File: src/sv/assert_macros.svh
// ----------------------------------------------------------------------------
// Assertion macros
// Shared concurrent assertion forms for the hash table RTL. Defining
// ASSERT_OFF turns every use into an empty statement.
// ----------------------------------------------------------------------------
`ifndef ASSERT_MACROS_SVH
`define ASSERT_MACROS_SVH

`ifndef ASSERT_OFF
// Same-cycle implication, checked on every rising edge out of reset.
`define ASSERT_IMPLY(label, clk, rst_n, ante, cons, msg) \
    label: assert property (@(posedge clk) disable iff (!rst_n) (ante) |-> (cons)) \
        else $error(msg);
// Next-cycle implication, checked on every rising edge out of reset.
`define ASSERT_NEXT(label, clk, rst_n, ante, cons, msg) \
    label: assert property (@(posedge clk) disable iff (!rst_n) (ante) |=> (cons)) \
        else $error(msg);
`else
`define ASSERT_IMPLY(label, clk, rst_n, ante, cons, msg)
`define ASSERT_NEXT(label, clk, rst_n, ante, cons, msg)
`endif

`endif

File: src/sv/lpht_pkg.sv
// ----------------------------------------------------------------------------
// lpht_pkg
// Constants, codes and interface types shared by the hash table modules.
// ----------------------------------------------------------------------------
package lpht_pkg;

    // Table geometry and field widths. SLOTS must be a power of two.
    localparam int SLOTS      = 1024;
    localparam int SLOT_W     = $clog2(SLOTS);
    localparam int KEY_BITS   = 64;
    localparam int VALUE_BITS = 64;
    localparam int HASH_BITS  = 32;
    localparam int LIMIT_W    = 10;
    localparam int COUNT_W    = 11;

    localparam logic [LIMIT_W-1:0] LOAD_LIMIT_RESET = 10'd768;

    // Configuration register indexes.
    localparam logic REG_LOAD_LIMIT = 1'b0;

    // Command codes.
    localparam logic [1:0] CMD_SET = 2'd0;
    localparam logic [1:0] CMD_GET = 2'd1;
    localparam logic [1:0] CMD_DEL = 2'd2;
    localparam logic [1:0] CMD_NOP = 2'd3;

    // Slot status codes.
    localparam logic [1:0] ST_EMPTY = 2'd0;
    localparam logic [1:0] ST_TOMB  = 2'd1;
    localparam logic [1:0] ST_LIVE  = 2'd2;

    // Commands from the controller to the datapath.
    typedef struct packed {
        logic clr;   // write one status entry empty and advance
        logic load;  // capture a new transaction and start the probe
        logic rd;    // read the slot at the probe index
        logic ev;    // evaluate the slot just read
    } lpht_cmd_t;

    // Status from the datapath to the controller.
    typedef struct packed {
        logic clr_last;  // clearing pass is at the last entry
        logic quick;     // transaction resolves without a probe
        logic finish;    // the slot being evaluated ends the probe
    } lpht_stat_t;

endpackage

File: src/sv/lpht_ctrl.sv
// ----------------------------------------------------------------------------
// lpht_ctrl
// Controller state machine: clearing pass after reset, then one probe step
// (read, evaluate) at a time until the datapath reports the probe finished.
// ----------------------------------------------------------------------------
module lpht_ctrl
    import lpht_pkg::*;
(
    input  logic       clk,
    input  logic       rst_n,
    input  logic       start,
    input  lpht_stat_t stat,
    output lpht_cmd_t  cmd,
    output logic       busy
);

    localparam logic [1:0] S_CLEAR = 2'd0;
    localparam logic [1:0] S_IDLE  = 2'd1;
    localparam logic [1:0] S_READ  = 2'd2;
    localparam logic [1:0] S_EVAL  = 2'd3;

    logic [1:0] state_reg;
    logic [1:0] state_next;

    // Next state and datapath commands.
    always_comb
    begin
        state_next = state_reg;
        cmd        = '0;
        case (state_reg)
            S_CLEAR:
            begin
                cmd.clr = 1'b1;
                if (stat.clr_last)
                begin
                    state_next = S_IDLE;
                end
            end
            S_IDLE:
            begin
                if (start)
                begin
                    cmd.load   = 1'b1;
                    state_next = stat.quick ? S_IDLE : S_READ;
                end
            end
            S_READ:
            begin
                cmd.rd     = 1'b1;
                state_next = S_EVAL;
            end
            S_EVAL:
            begin
                cmd.ev     = 1'b1;
                state_next = stat.finish ? S_IDLE : S_READ;
            end
            default:
            begin
                state_next = S_IDLE;
            end
        endcase
    end

    // State register; reset begins the clearing pass.
    always_ff @(posedge clk or negedge rst_n)
    begin
        if (!rst_n)
        begin
            state_reg <= S_CLEAR;
        end
        else
        begin
            state_reg <= state_next;
        end
    end

    assign busy = (state_reg != S_IDLE);

endmodule

File: config.mk
export PLATFORM = sky130hd
export DESIGN_NAME = lpht_ctrl
export DESIGN_NICKNAME = d
export VERILOG_FILES = /design/src/sv/assert_macros.svh /design/src/sv/lpht_pkg.sv /design/src/sv/lpht_ctrl.sv
export SDC_FILE = /design/constraint.sdc
export NUM_CORES = 1
export LEC_CHECK = 0
export ABC_AREA = 0
export BUFFER_PORTS_ARGS = -buffer_cell sky130_fd_sc_hd__buf_2
export CAP_MARGIN = 25
export CORE_AREA = 2 2 39 41
export CTS_BUF_LIST = sky130_fd_sc_hd__clkbuf_16
export DETAILED_ROUTE_END_ITERATION = 8
export DIE_AREA = 0 0 41 43
export PLACE_DENSITY_LB_ADDON = 0.12
export REMOVE_ABC_BUFFERS = 1
export SYNTH_ARGS = -nofsm -noshare
export SYNTH_HDL_FRONTEND = slang
export SYNTH_SLANG_ARGS = --single-unit
File: constraint.sdc
create_clock -name clk -period 1 [get_ports clk]
set_input_delay 0.1 -clock clk [delete_from_list [all_inputs] [get_ports clk]]
set_output_delay 0.1 -clock clk [all_outputs]
set_load 0.1 [all_outputs]
==> summary.md, run 1 <==
| Metric | Value |
|---|---|
| Outcome | complete, but fails checks |
| Violated checks | setup timing |
| Clock Skews | just over 0.5 ps |
| Synthesized flop and latch total | 2 |
| GRT Residual Overflow | 0 |
| Clock Path Buffers | 2 |
| HPWL Detailed | roughly 300 um |
| Global-route wire length before repair | around 800 um |
| Max Fclk | between 0.8 and 0.9 GHz |
| Area occupied by multi-input gates | 113.9 um2 |
| Worst-skew pair later-pin latency | about 220 ps |
| Ports | 11 |
| Core Area | 1384 um2 |
| Crit path max-delay cell type | dfrtp_2 |
| Syn Inst Count | 14 |
| I/O Buffers | 10 |
| Most frequent cells in the layout | buf_2 (5), buf_12 (5), buf_6 (5) |
| Worst Setup Path Type | reg2out |
| Critical Path AT | between 1000 and 1500 ps |
| Cell Area, Placed | approximately 310 um2 |
| Register area | 52.55 um2 |
| Final Hold Viols | 0 |
| Final min period | roughly 1200 ps |
| Vias per inst | 3.680 |
| Buf/Inv on CP | 1 |
| Ys Warns | 0 |
| Max cap viols | 0 |
| Via count | 184 |
| Top cells by area, synth | dfrtp_1 (38%), and4bb_1 (9.6%), and3b_2 (7.7%) |
| Final WS setup | -187.7 ps |
| Tightest Hold Check Type | in2async |
| Sum Neg Setup Slack | -957.7 ps |
| Nets | 42 |
| Die Height | ~43 um |
| Tcrit/Tclk final | 118.8% |
| Post-synth top area cell | dfrtp_1 |
| FILL cells | approximately 140 |
| H-tree depth | 1 |
| RePlAce Congestion | roughly 0.55 |
| Delay-heaviest family, CP | flip-flops |
| Final Util | about 34% |
| Initial Util | roughly a tenth |
| RSZ-0062 raised after global routing | yes |
| Average cell area after synthesis | between 9 and 10 um2 |
| CP Cell Sequence | nand2b_4 > nor2_4 > buf_12 |
| DRT iter0 DRCs | 2 |
| Largest net degree at the start of global routing | 7 |
| Ant. Diodes | 0 |
| Post-synth cell types | 12 |
| Final wirelength | between 400 and 500 um |
| Vias in the first global route | about 190 |
| Die Area | 1763 um2 |
| Synth Cell Area | 130.1 um2 |
| Initial antenna violation count | 0 |
| Worst Tran Pin Value | between 150 and 200 ps |
| Worst rel slew slack | 88.36% |
| Endpoint type of the worst setup path | output pin |
| Pre-Repair DR Iteration Count | 2 |
| Clock transition at path regs | 30 ps |
| DRC violations left | 0 |
| Post-DR wirelength/cell | ~9.4 um |
| Max reg flops | 2 |
| GR Util All Layers | under 10% |
| CP required | roughly 900 ps |
| Row cnt | 14 |
| TritonCTS clock tree | built |
| Share of the synthesized area in the top cell type | between 30% and 40% |
| Final Instance Area | 464.2 um2 |
| # setup viols final | 7 |
| DRT antenna net count | 0 |
| Highest fanout seen on the critical path | 5 |
| Slew Viols, Final | 0 |
| CTS Sinks | 2 |
| CP Launch Type | flop |
| Area growth, synth to finish | 256.7% |
| Root Driver | clkbuf_16 |
| Worst path max stage delay | 420 ps |
| Die span in x | 41 um |
| Share of cells above drive strength 1 | 85.29% |
| TritonCTS buffer count | 3 |
| Register area share after synthesis | about 38% |
-- metrics by stage --
stage                     hold WS (ps)  setup slack, ps  instances
after floorplan                 -195.6            -1690         14
after CTS                        185.6           -217.2         49
after global routing             201.2           -231.6         50
after global placement          -114.8           -37.21         44
after detailed placement        -112.7           -65.76         44
final                            192.1           -187.7         50
-- cells in the mapped netlist --
| library cell | n |
|---|---|
| nor3_1 | 1 |
| dfrtp_1 | 2 |
| nand2_1 | 1 |
| and3b_2 | 1 |
| inv_1 | 1 |
| and2_2 | 1 |
| nor2b_1 | 1 |
| nand2b_1 | 1 |
| nor2_1 | 2 |
| a21o_1 | 1 |
| nor3_2 | 1 |
| and4bb_1 | 1 |
-- cell type report --
| class | count | area share (%) |
|---|---|---|
| repair buffers | 17 | 42.86 |
| flip-flops and latches | 2 | 11.32 |
| well taps | 16 | 4.313 |
| inverters | 1 | 0.8086 |
| clock buffers | 3 | 16.17 |
| multi-input cells | 11 | 24.53 |
-- timing repair --
| action | 4_1_cts | 5_1_grt |
|---|---|---|
| buffers inserted | 1 | 1 |
| hold buffers | 1 | 0 |
| resized for setup | 7 | 9 |
| pin swaps | 3 | 3 |
| setup endpoints to repair | 5 | 7 |
| hold endpoints to repair | 2 | 0 |
-- kinds of logic after synthesis --
group                  Yosys count  share of synthesized area, %
AOI/OAI and AO/OA                1                         5.771
buffers and inverters            1                         2.882
DFF                              2                         38.46
and+or+nand+nor                 10                         52.89
-- worst paths after layout --
kind	cells after the start	from	to	slack, ps
worst max-delay path	3	state_reg[1]$_DFFE_PN0P_	cmd[2]	-190
worst min-delay path	2	rst_n	state_reg[1]$_DFFE_PN0P_	190
worst max register to register	4	state_reg[0]$_DFFE_PN0P_	state_reg[0]$_DFFE_PN0P_	-110
worst min register to register	3	state_reg[1]$_DFFE_PN0P_	state_reg[1]$_DFFE_PN0P_	730
max in group asynchronous	2	rst_n	state_reg[0]$_DFFE_PN0P_	700
min in group clk	3	stat[0]	state_reg[1]$_DFFE_PN0P_	200
-- metal layers --
layer,track usage (%),part of all wire [%]
met5,0,0
met4,8.000,0
met3,5.236,15
met2,9.063,49
met1,7.692,36
Power of run 1 is not shown: default switching activity piles up to over one toggle a cycle in this logic, so the estimate is an artifact.
==> run 2: changes to the inputs <==
==> constraint.sdc (replaced) <==
create_clock -name clk -period 1 [get_ports clk]
set_input_delay 0.1 -clock clk [delete_from_list [all_inputs] [get_ports clk]]
set_output_delay 0.1 -clock clk [all_outputs]
set_load 0.05 [all_outputs]
==> run 2 against run 1 <==
  * The run still ends with setup timing left
  * Setup slack better by 67 ps
  * Critical path type unchanged
  * Sequential share of layout area up 2.8 points
  * First-iteration DRC count down 100%
  * Clock skew up 1.3 ps
==> summary.md, run 2 (synthesized netlist as in run 1, its figures left out) <==
| Metric | Value |
|---|---|
| Hold Path Sink | state_reg[1]$_DFFE_PN0P_ |
| CTS Sinks | 2 (unchanged) |
| Hold wc startpoint | stat[0] |
| GRT busiest layer | met4 |
| # setup viols final | 7 (unchanged) |
| Worst Tran Pin Value | 165.8 ps (-8.731 ps) |
| Met2 usage | 5.938% (-3.1 points) |
| CP Launch Type | flop |
| Global-route wire length before repair | 593 um (-25%) |
| Tot Pwr | ~1.6 mW |
| Commonest non-fill, non-tap cell in the layout | buf_2 |
| GRT Residual Overflow | 0 (unchanged) |
| Pre-CTS setup slack | -19.14 ps (+46.62 ps) |
| Tightest Hold Check Type | in2reg |
| Clock transition at path regs | 30 ps (about the same) |
| Worst R2R Path Depth | 4 (unchanged) |
| Initial Util | 9.403% (unchanged) |
| Worst Setup Path Type | reg2out |
| Critical Path AT | 1020 ps (-70 ps) |
| Slew Viols, Final | 0 (unchanged) |
| Core Area | 1384 um2 (unchanged) |
| Post-DR wirelength/cell | 8.532 um (-9.4%) |
| Ant. Diodes | 0 (unchanged) |
| TritonCTS clock tree | built |
| Final wirelength | 401 um (-15%) |
| Area growth, synth to finish | 178.8% |
| Clock Skews | 1.817 ps (+1.310 ps) |
| Endpoint type of the worst setup path | output pin |
| Most frequent cells in the layout | buf_2 (5), clkbuf_16 (3), buf_6 (3), buf_4 (3), nor3_2 (2) |
| Vias per inst | 3.553 (-3.4%) |
| Worst-skew pair later-pin latency | 220 ps (about the same) |
| Die Area | 1763 um2 (unchanged) |
| Final Hold Viols | 0 (unchanged) |
| Die span in x | 41 um (unchanged) |
| Highest fanout seen on the critical path | 5 (unchanged) |
| Row cnt | 14 (unchanged) |
| Met1 Use GR | 6.431% (-1.3 points) |
| FILL cells | 145 (+2.8%) |
| DRC violations left | 0 (unchanged) |
| Hold Slack | 183.1 ps (-9.084 ps) |
| Outcome | complete, but fails checks |
| Ports | 11 (unchanged) |
| Tcrit/Tclk final | 112.0% (-6.7 points) |
| Leak | around 0.18 nW |
| Vias in the first global route | 142 (-24%) |
| RSZ-0062 raised after global routing | yes |
| TritonCTS buffer count | 3 (unchanged) |
| Via count | 167 (-9.2%) |
| Final min period | 1120 ps (-67.29 ps) |
| Hold path depth | 3 |
| Pwr dens | about 4400 nW/um2 |
| CP required | 900 ps (about the same) |
| GR Util All Layers | 6.024% (-1.5 points) |
| DRT antenna net count | 0 (unchanged) |
| Die Height | 43 um (unchanged) |
| Met3 usage | 4.712% (-0.52 points) |
| Reg2reg start | state_reg[1]$_DFFE_PN0P_ |
| Initial antenna violation count | 0 (unchanged) |
| Max cap viols | 0 (unchanged) |
| Clock Path Buffers | 2 (unchanged) |
| Max Fclk | 0.8925 GHz (+6.0%) |
| Share of cells above drive strength 1 | 77.42% (-7.9 points) |
| DRT iter0 DRCs | 0 (-2) |
| Violated checks | setup timing |
| Largest net degree at the start of global routing | 7 (unchanged) |
| Final WS setup | -120.4 ps (+67.30 ps) |
| Worst reg2reg endpoint | state_reg[0]$_DFFE_PN0P_ |
| Pre-Repair DR Iteration Count | 1 (-1) |
| Register area | 51.30 um2 (-2.4%) |
| Area occupied by multi-input gates | 98.84 um2 (-13%) |
| Sum Neg Setup Slack | -533.3 ps (+424.4 ps) |
| I/O Buffers | 10 (unchanged) |
| Max rail drop VDD | ~0.0018 V |
| RePlAce Congestion | 0.5433 (-1.2%) |
| Max reg flops | 2 (unchanged) |
| Nets | 39 (-7.1%) |
| H-tree depth | 1 (unchanged) |
| Worst rel slew slack | 88.88% (+0.52 points) |
| Root Driver | clkbuf_16 |
| Worst R2R Setup Slack | -70 ps (+40 ps) |
## run 2: worst max path at each step
stage,start,end,depth (start not counted)
3_5_place_dp,state_reg[1]$_DFFE_PN0P_,cmd[2],3
6_report,state_reg[1]$_DFFE_PN0P_,cmd[2],3
3_3_place_gp,state_reg[1]$_DFFE_PN0P_,cmd[2],3
4_1_cts,state_reg[1]$_DFFE_PN0P_,cmd[2],3
2_1_floorplan,state_reg[1]$_DFFE_PN0P_,cmd[2],2
5_1_grt,state_reg[1]$_DFFE_PN0P_,cmd[2],3
## run 2: critical path, stage by stage (launching register included)
cell and delay, ps:
dfrtp_1 400, nand2b_4 170, nor2_4 90, buf_8 150
## run 2: layer usage
| layer | wire [um] | up-vias | share of wire (%) |
|---|---|---|---|
| li1 | - | 82 | - |
| met1 | 185 | 70 | 46 |
| met2 | 137 | 13 | 34 |
| met3 | 69 | 2 | 17 |
| met4 | 9 | 0 | 2.2 |
| met5 | 0 | - | 0 |
## run 2: cell type report
class,count,share of cell area (%)
Clock buffer,3,20.69
Inverter,1,1.034
Multi-Input combinational cell,11,27.24
Sequential cell,2,14.14
Tap cell,16,5.517
Timing Repair Buffer,14,31.38
## run 2: what timing repair did
action | in CTS | in global routing
gates resized for setup | 10 | 6
pin swaps | 2 | 1
hold buffers | 1 | 0
setup endpoints to repair | 6 | 7
cloned | 0 | 0
endpoints found under the hold margin | 2 | 0
setup buffers | 2 | 0
## run 2: report_power, final
group / switching (mW) / internal [mW]
Combinational: 0.478 / 0.355
Sequential: 0.0583 / 0.123
Clock: 0.0864 / 0.508
Total: 0.623 / 0.986
## run 2: stage by stage
step | std cells | util (%) | instance area [um2]
finish | 47 | 26.22 | 362.8
global route | 47 | 26.22 | 362.8
CTS | 47 | 24.68 | 341.6
detailed placement | 41 | 15.01 | 207.7
global placement | 41 | 15.01 | 207.7
floorplan | 14 | - | 130.1
Power figures use the tool's default switching activity.
==> run 3: changes to the inputs <==
--- a/config.mk
+++ b/config.mk
@@ -5,7 +5,7 @@
 export SDC_FILE = /design/constraint.sdc
 export NUM_CORES = 1
 export LEC_CHECK = 0
-export ABC_AREA = 0
+export ABC_AREA = 1
 export BUFFER_PORTS_ARGS = -buffer_cell sky130_fd_sc_hd__buf_2
 export CAP_MARGIN = 25
 export CORE_AREA = 2 2 39 41
==> run 3 against run 2 <==
  * Critical endpoint is now busy
  * The flow still finishes with violations (setup timing)
  * Area after synthesis grew 16%
  * Critical path type unchanged
  * Count of clock-buffer cells in the layout is the same
  * Cell count grew 21%
  * Global-route usage grew 0.79 points
  * Largest power group unchanged
  * Worst hold slack gained 17 ps
  * Synthesized cell count grew 71%
==> summary.md, run 3 <==
| Metric | Value |
|---|---|
| Ys Warns | 0 (unchanged) |
| Crit path depth | 4 (+1) |
| TritonCTS clock tree | built |
| Syn Inst Count | 24 (+10) |
| Via count | 206 (+23%) |
| Sum Neg Setup Slack | -596.1 ps (-62.87 ps) |
| Violated checks | setup timing |
| CP Launch Type | flop |
| Synth Flop Type | dfrtp_1 |
| Register area share after synthesis | 33.06% (-5.4 points) |
| Tightest Hold Check Type | in2async |
| Tcrit/Tclk final | 115.5% (+3.5 points) |
| Final min period | 1155 ps (+34.62 ps) |
| Worst setup endpoint | busy |
| Ant. Diodes | 0 (unchanged) |
| Async set or reset register ratio after synthesis | 100.0% (unchanged) |
| FILL cells | 159 (+9.7%) |
| Cell Area, Placed | 225.2 um2 (+8.4%) |
| Register area | 51.30 um2 (unchanged) |
| Clock Skews | 2.345 ps (+0.5273 ps) |
| H-tree depth | 1 (unchanged) |
| Slew Viols, Final | 0 (unchanged) |
| Max reg flops | 2 (unchanged) |
| Critical Path AT | 1060 ps (+40 ps) |
| DRT antenna net count | 0 (unchanged) |
| Post-synth cell types | 9 (-3) |
| Area growth, synth to finish | 154.5% |
| Initial Util | 10.94% (+1.5 points) |
| Crit path max-delay cell type | dfrtp_1 |
| CTS Sinks | 2 (unchanged) |
| Root Driver | clkbuf_16 |
| Launch point of the worst path | state_reg[1]$_DFFE_PN0P_ |
| Pre-CTS setup slack | -47.88 ps (-28.74 ps) |
| Pre-Repair DR Iteration Count | 1 (unchanged) |
| Synth Cell Area | 151.4 um2 (+16%) |
| Die Area | 1763 um2 (unchanged) |
| Hold Slack | 199.8 ps (+16.78 ps) |
| RSZ-0062 raised after global routing | yes |
| Worst path max stage delay | 400 ps (about the same) |
| Most frequent cells in the layout | buf_2 (5), buf_6 (5), nor2_1 (4), inv_1 (4), nand2_1 (4) |
| Final Hold Viols | 0 (unchanged) |
| Outcome | complete, but fails checks |
| Non-Filler Instances | 57 (+21%) |
| Die Height | 43 um (unchanged) |
| Nets | 49 (+26%) |
| GR Util All Layers | 6.814% (+0.79 points) |
| Row cnt | 14 (unchanged) |
| Die span in x | 41 um (unchanged) |
| GRT Residual Overflow | 0 (unchanged) |
| Worst R2R Path Depth | 7 (+3) |
| Clock transition at path regs | 30 ps (about the same) |
| Area occupied by multi-input gates | 91.34 um2 (-7.6%) |
| Worst Setup Path Type | reg2out |
| I/O Buffers | 10 (unchanged) |
| Most common cell in the netlist | nor2_1 |
| Share of the synthesized area in the top cell type | 33.06% (-5.4 points) |
| Post-DR wirelength/cell | 8.018 um (-6.0%) |
| Worst R2R Setup Slack | -100 ps (-30 ps) |
| Reg2reg start | state_reg[1]$_DFFE_PN0P_ |
| Synthesized flop and latch total | 2 (unchanged) |
| Post-synth top area cell | dfrtp_1 |
| Average cell area after synthesis | 6.308 um2 (-32%) |
| HPWL Detailed | 320 um |
| Worst reg2reg endpoint | state_reg[1]$_DFFE_PN0P_ |
| CP Cell Sequence | inv_2 > nand2_4 > buf_6 > buf_8 |
| Max cap viols | 0 (unchanged) |
| Number of synthesized flops with an enable pin | 0 (unchanged) |
| Final wirelength | 457 um (+14%) |
| Largest net degree at the start of global routing | 7 (unchanged) |
| Worst rel slew slack | 88.74% (-0.14 points) |
| Leak | 0.2038 nW (+12%) |
| CP required | 900 ps (about the same) |
| Final Instance Area | 385.4 um2 (+6.2%) |
| Core Area | 1384 um2 (unchanged) |
| Clock Path Buffers | 2 (unchanged) |
| Worst-skew pair later-pin latency | 220 ps (about the same) |
| Dpl cells | 51 (+24%) |
| Ports | 11 (unchanged) |
| Endpoint type of the worst setup path | output pin |
| DRC violations left | 0 (unchanged) |
| Max Fclk | 0.8658 GHz (-3.0%) |
| Pwr dens | 4657 nW/um2 (+5.0%) |
| Delay-heaviest family, CP | flip-flops |
| Buf/Inv on CP | 3 (+2) |
| # setup viols final | 6 (-1) |
| Worst Tran Pin Value | 168.2 ps (+2.390 ps) |
| Max rail drop VDD | 0.001517 V (-16%) |
| Global-route wire length before repair | 759 um (+28%) |
| Most frequent cells after synthesis | nor2_1 (6), inv_1 (5), nand2_1 (4) |
| Share of cells above drive strength 1 | 53.66% (-24 points) |
| DRT iter0 DRCs | 0 (unchanged) |
| Vias in the first global route | 208 (+46%) |
| TritonCTS buffer count | 3 (unchanged) |
| RePlAce Congestion | 0.5886 (+8.3%) |
| Highest fanout seen on the critical path | 4 (-1) |
| Vias per inst | 3.614 (+1.7%) |
| Final WS setup | -155.1 ps (-34.62 ps) |
| Initial antenna violation count | 0 (unchanged) |
| Top cells by area, synth | dfrtp_1 (33%), nor2_1 (15%), inv_1 (12%) |
==> run 3: cell count changes in the layout (fill, tap and decap cells not counted), moves of 2 or more <==
| cell | previous run | this run |
|---|---|---|
| inv_1 | 1 | 4 |
| nand2_1 | 1 | 4 |
| nand3_1 | 0 | 3 |
| nor2_1 | 1 | 4 |
| buf_6 | 3 | 5 |
| nor3_2 | 2 | 0 |
==> run 3: area by class of cell <==
class                   count  share of cell area (%)
multi-input cells          16                   23.70
inverters                   5                   4.870
flip-flops and latches      2                   13.31
repair buffers             15                   33.44
clock buffers               3                   19.48
well taps                  16                   5.195
==> run 3: where the power goes <==
group          switching (mW)  internal, mW  total, mW
Clock                  0.0837         0.508      0.592
Sequential             0.0615         0.124      0.186
Combinational           0.591         0.426       1.02
==> run 3: cells by family after synthesis <==
| logic type | synth area share [%] |
|---|---|
| simple gates | 43.80 |
| compound gates | 3.303 |
| buf+inv | 19.84 |
| flops | 33.06 |
==> run 3: metal layers <==
layer  vias up  GRT usage, %  routed length, um
li1        106             -                  -
met1        93         7.029                157
met2         7         9.688                248
met3         0         4.712                 51
met4         0         4.000                  0
met5         -             0                  0
==> run 3: timing repair <==
| action | 4_1_cts | 5_1_grt |
|---|---|---|
| pin swaps | 1 | 2 |
| setup buffers | 2 | 0 |
| hold buffers | 1 | 0 |
| cloned | 0 | 0 |
| resized for setup | 15 | 4 |
| setup endpoints to repair | 6 | 7 |
| endpoints found under the hold margin | 2 | 0 |
==> run 3: metrics by stage <==
stage	total power, mW	util (%)
CTS	1.753	26.49
finish	1.795	27.85
floorplan	0.6746	-
global route	1.897	27.85
detailed placement	0.8789	16.27
global placement	0.8826	16.27
==> run 3: worst min path at each step <==
stage | slack [ps] | endpoint | cells past startpoint | start
2_1_floorplan | -200 | state_reg[0]$_DFFE_PN0P_ | 0 | rst_n
3_3_place_gp | -120 | state_reg[1]$_DFFE_PN0P_ | 1 | rst_n
3_5_place_dp | -110 | state_reg[0]$_DFFE_PN0P_ | 1 | rst_n
4_1_cts | 190 | state_reg[1]$_DFFE_PN0P_ | 4 | stat[1]
5_1_grt | 220 | state_reg[1]$_DFFE_PN0P_ | 2 | rst_n
6_report | 200 | state_reg[1]$_DFFE_PN0P_ | 2 | rst_n
==> run 3: worst register-to-register path: stages, from the launching register on <==
cell and delay, ps:
dfrtp_1 400, inv_2 110, nand2_4 70, buf_6 120, buf_4 130, nor2_4 70, nor2_1 40, nor2_1 90
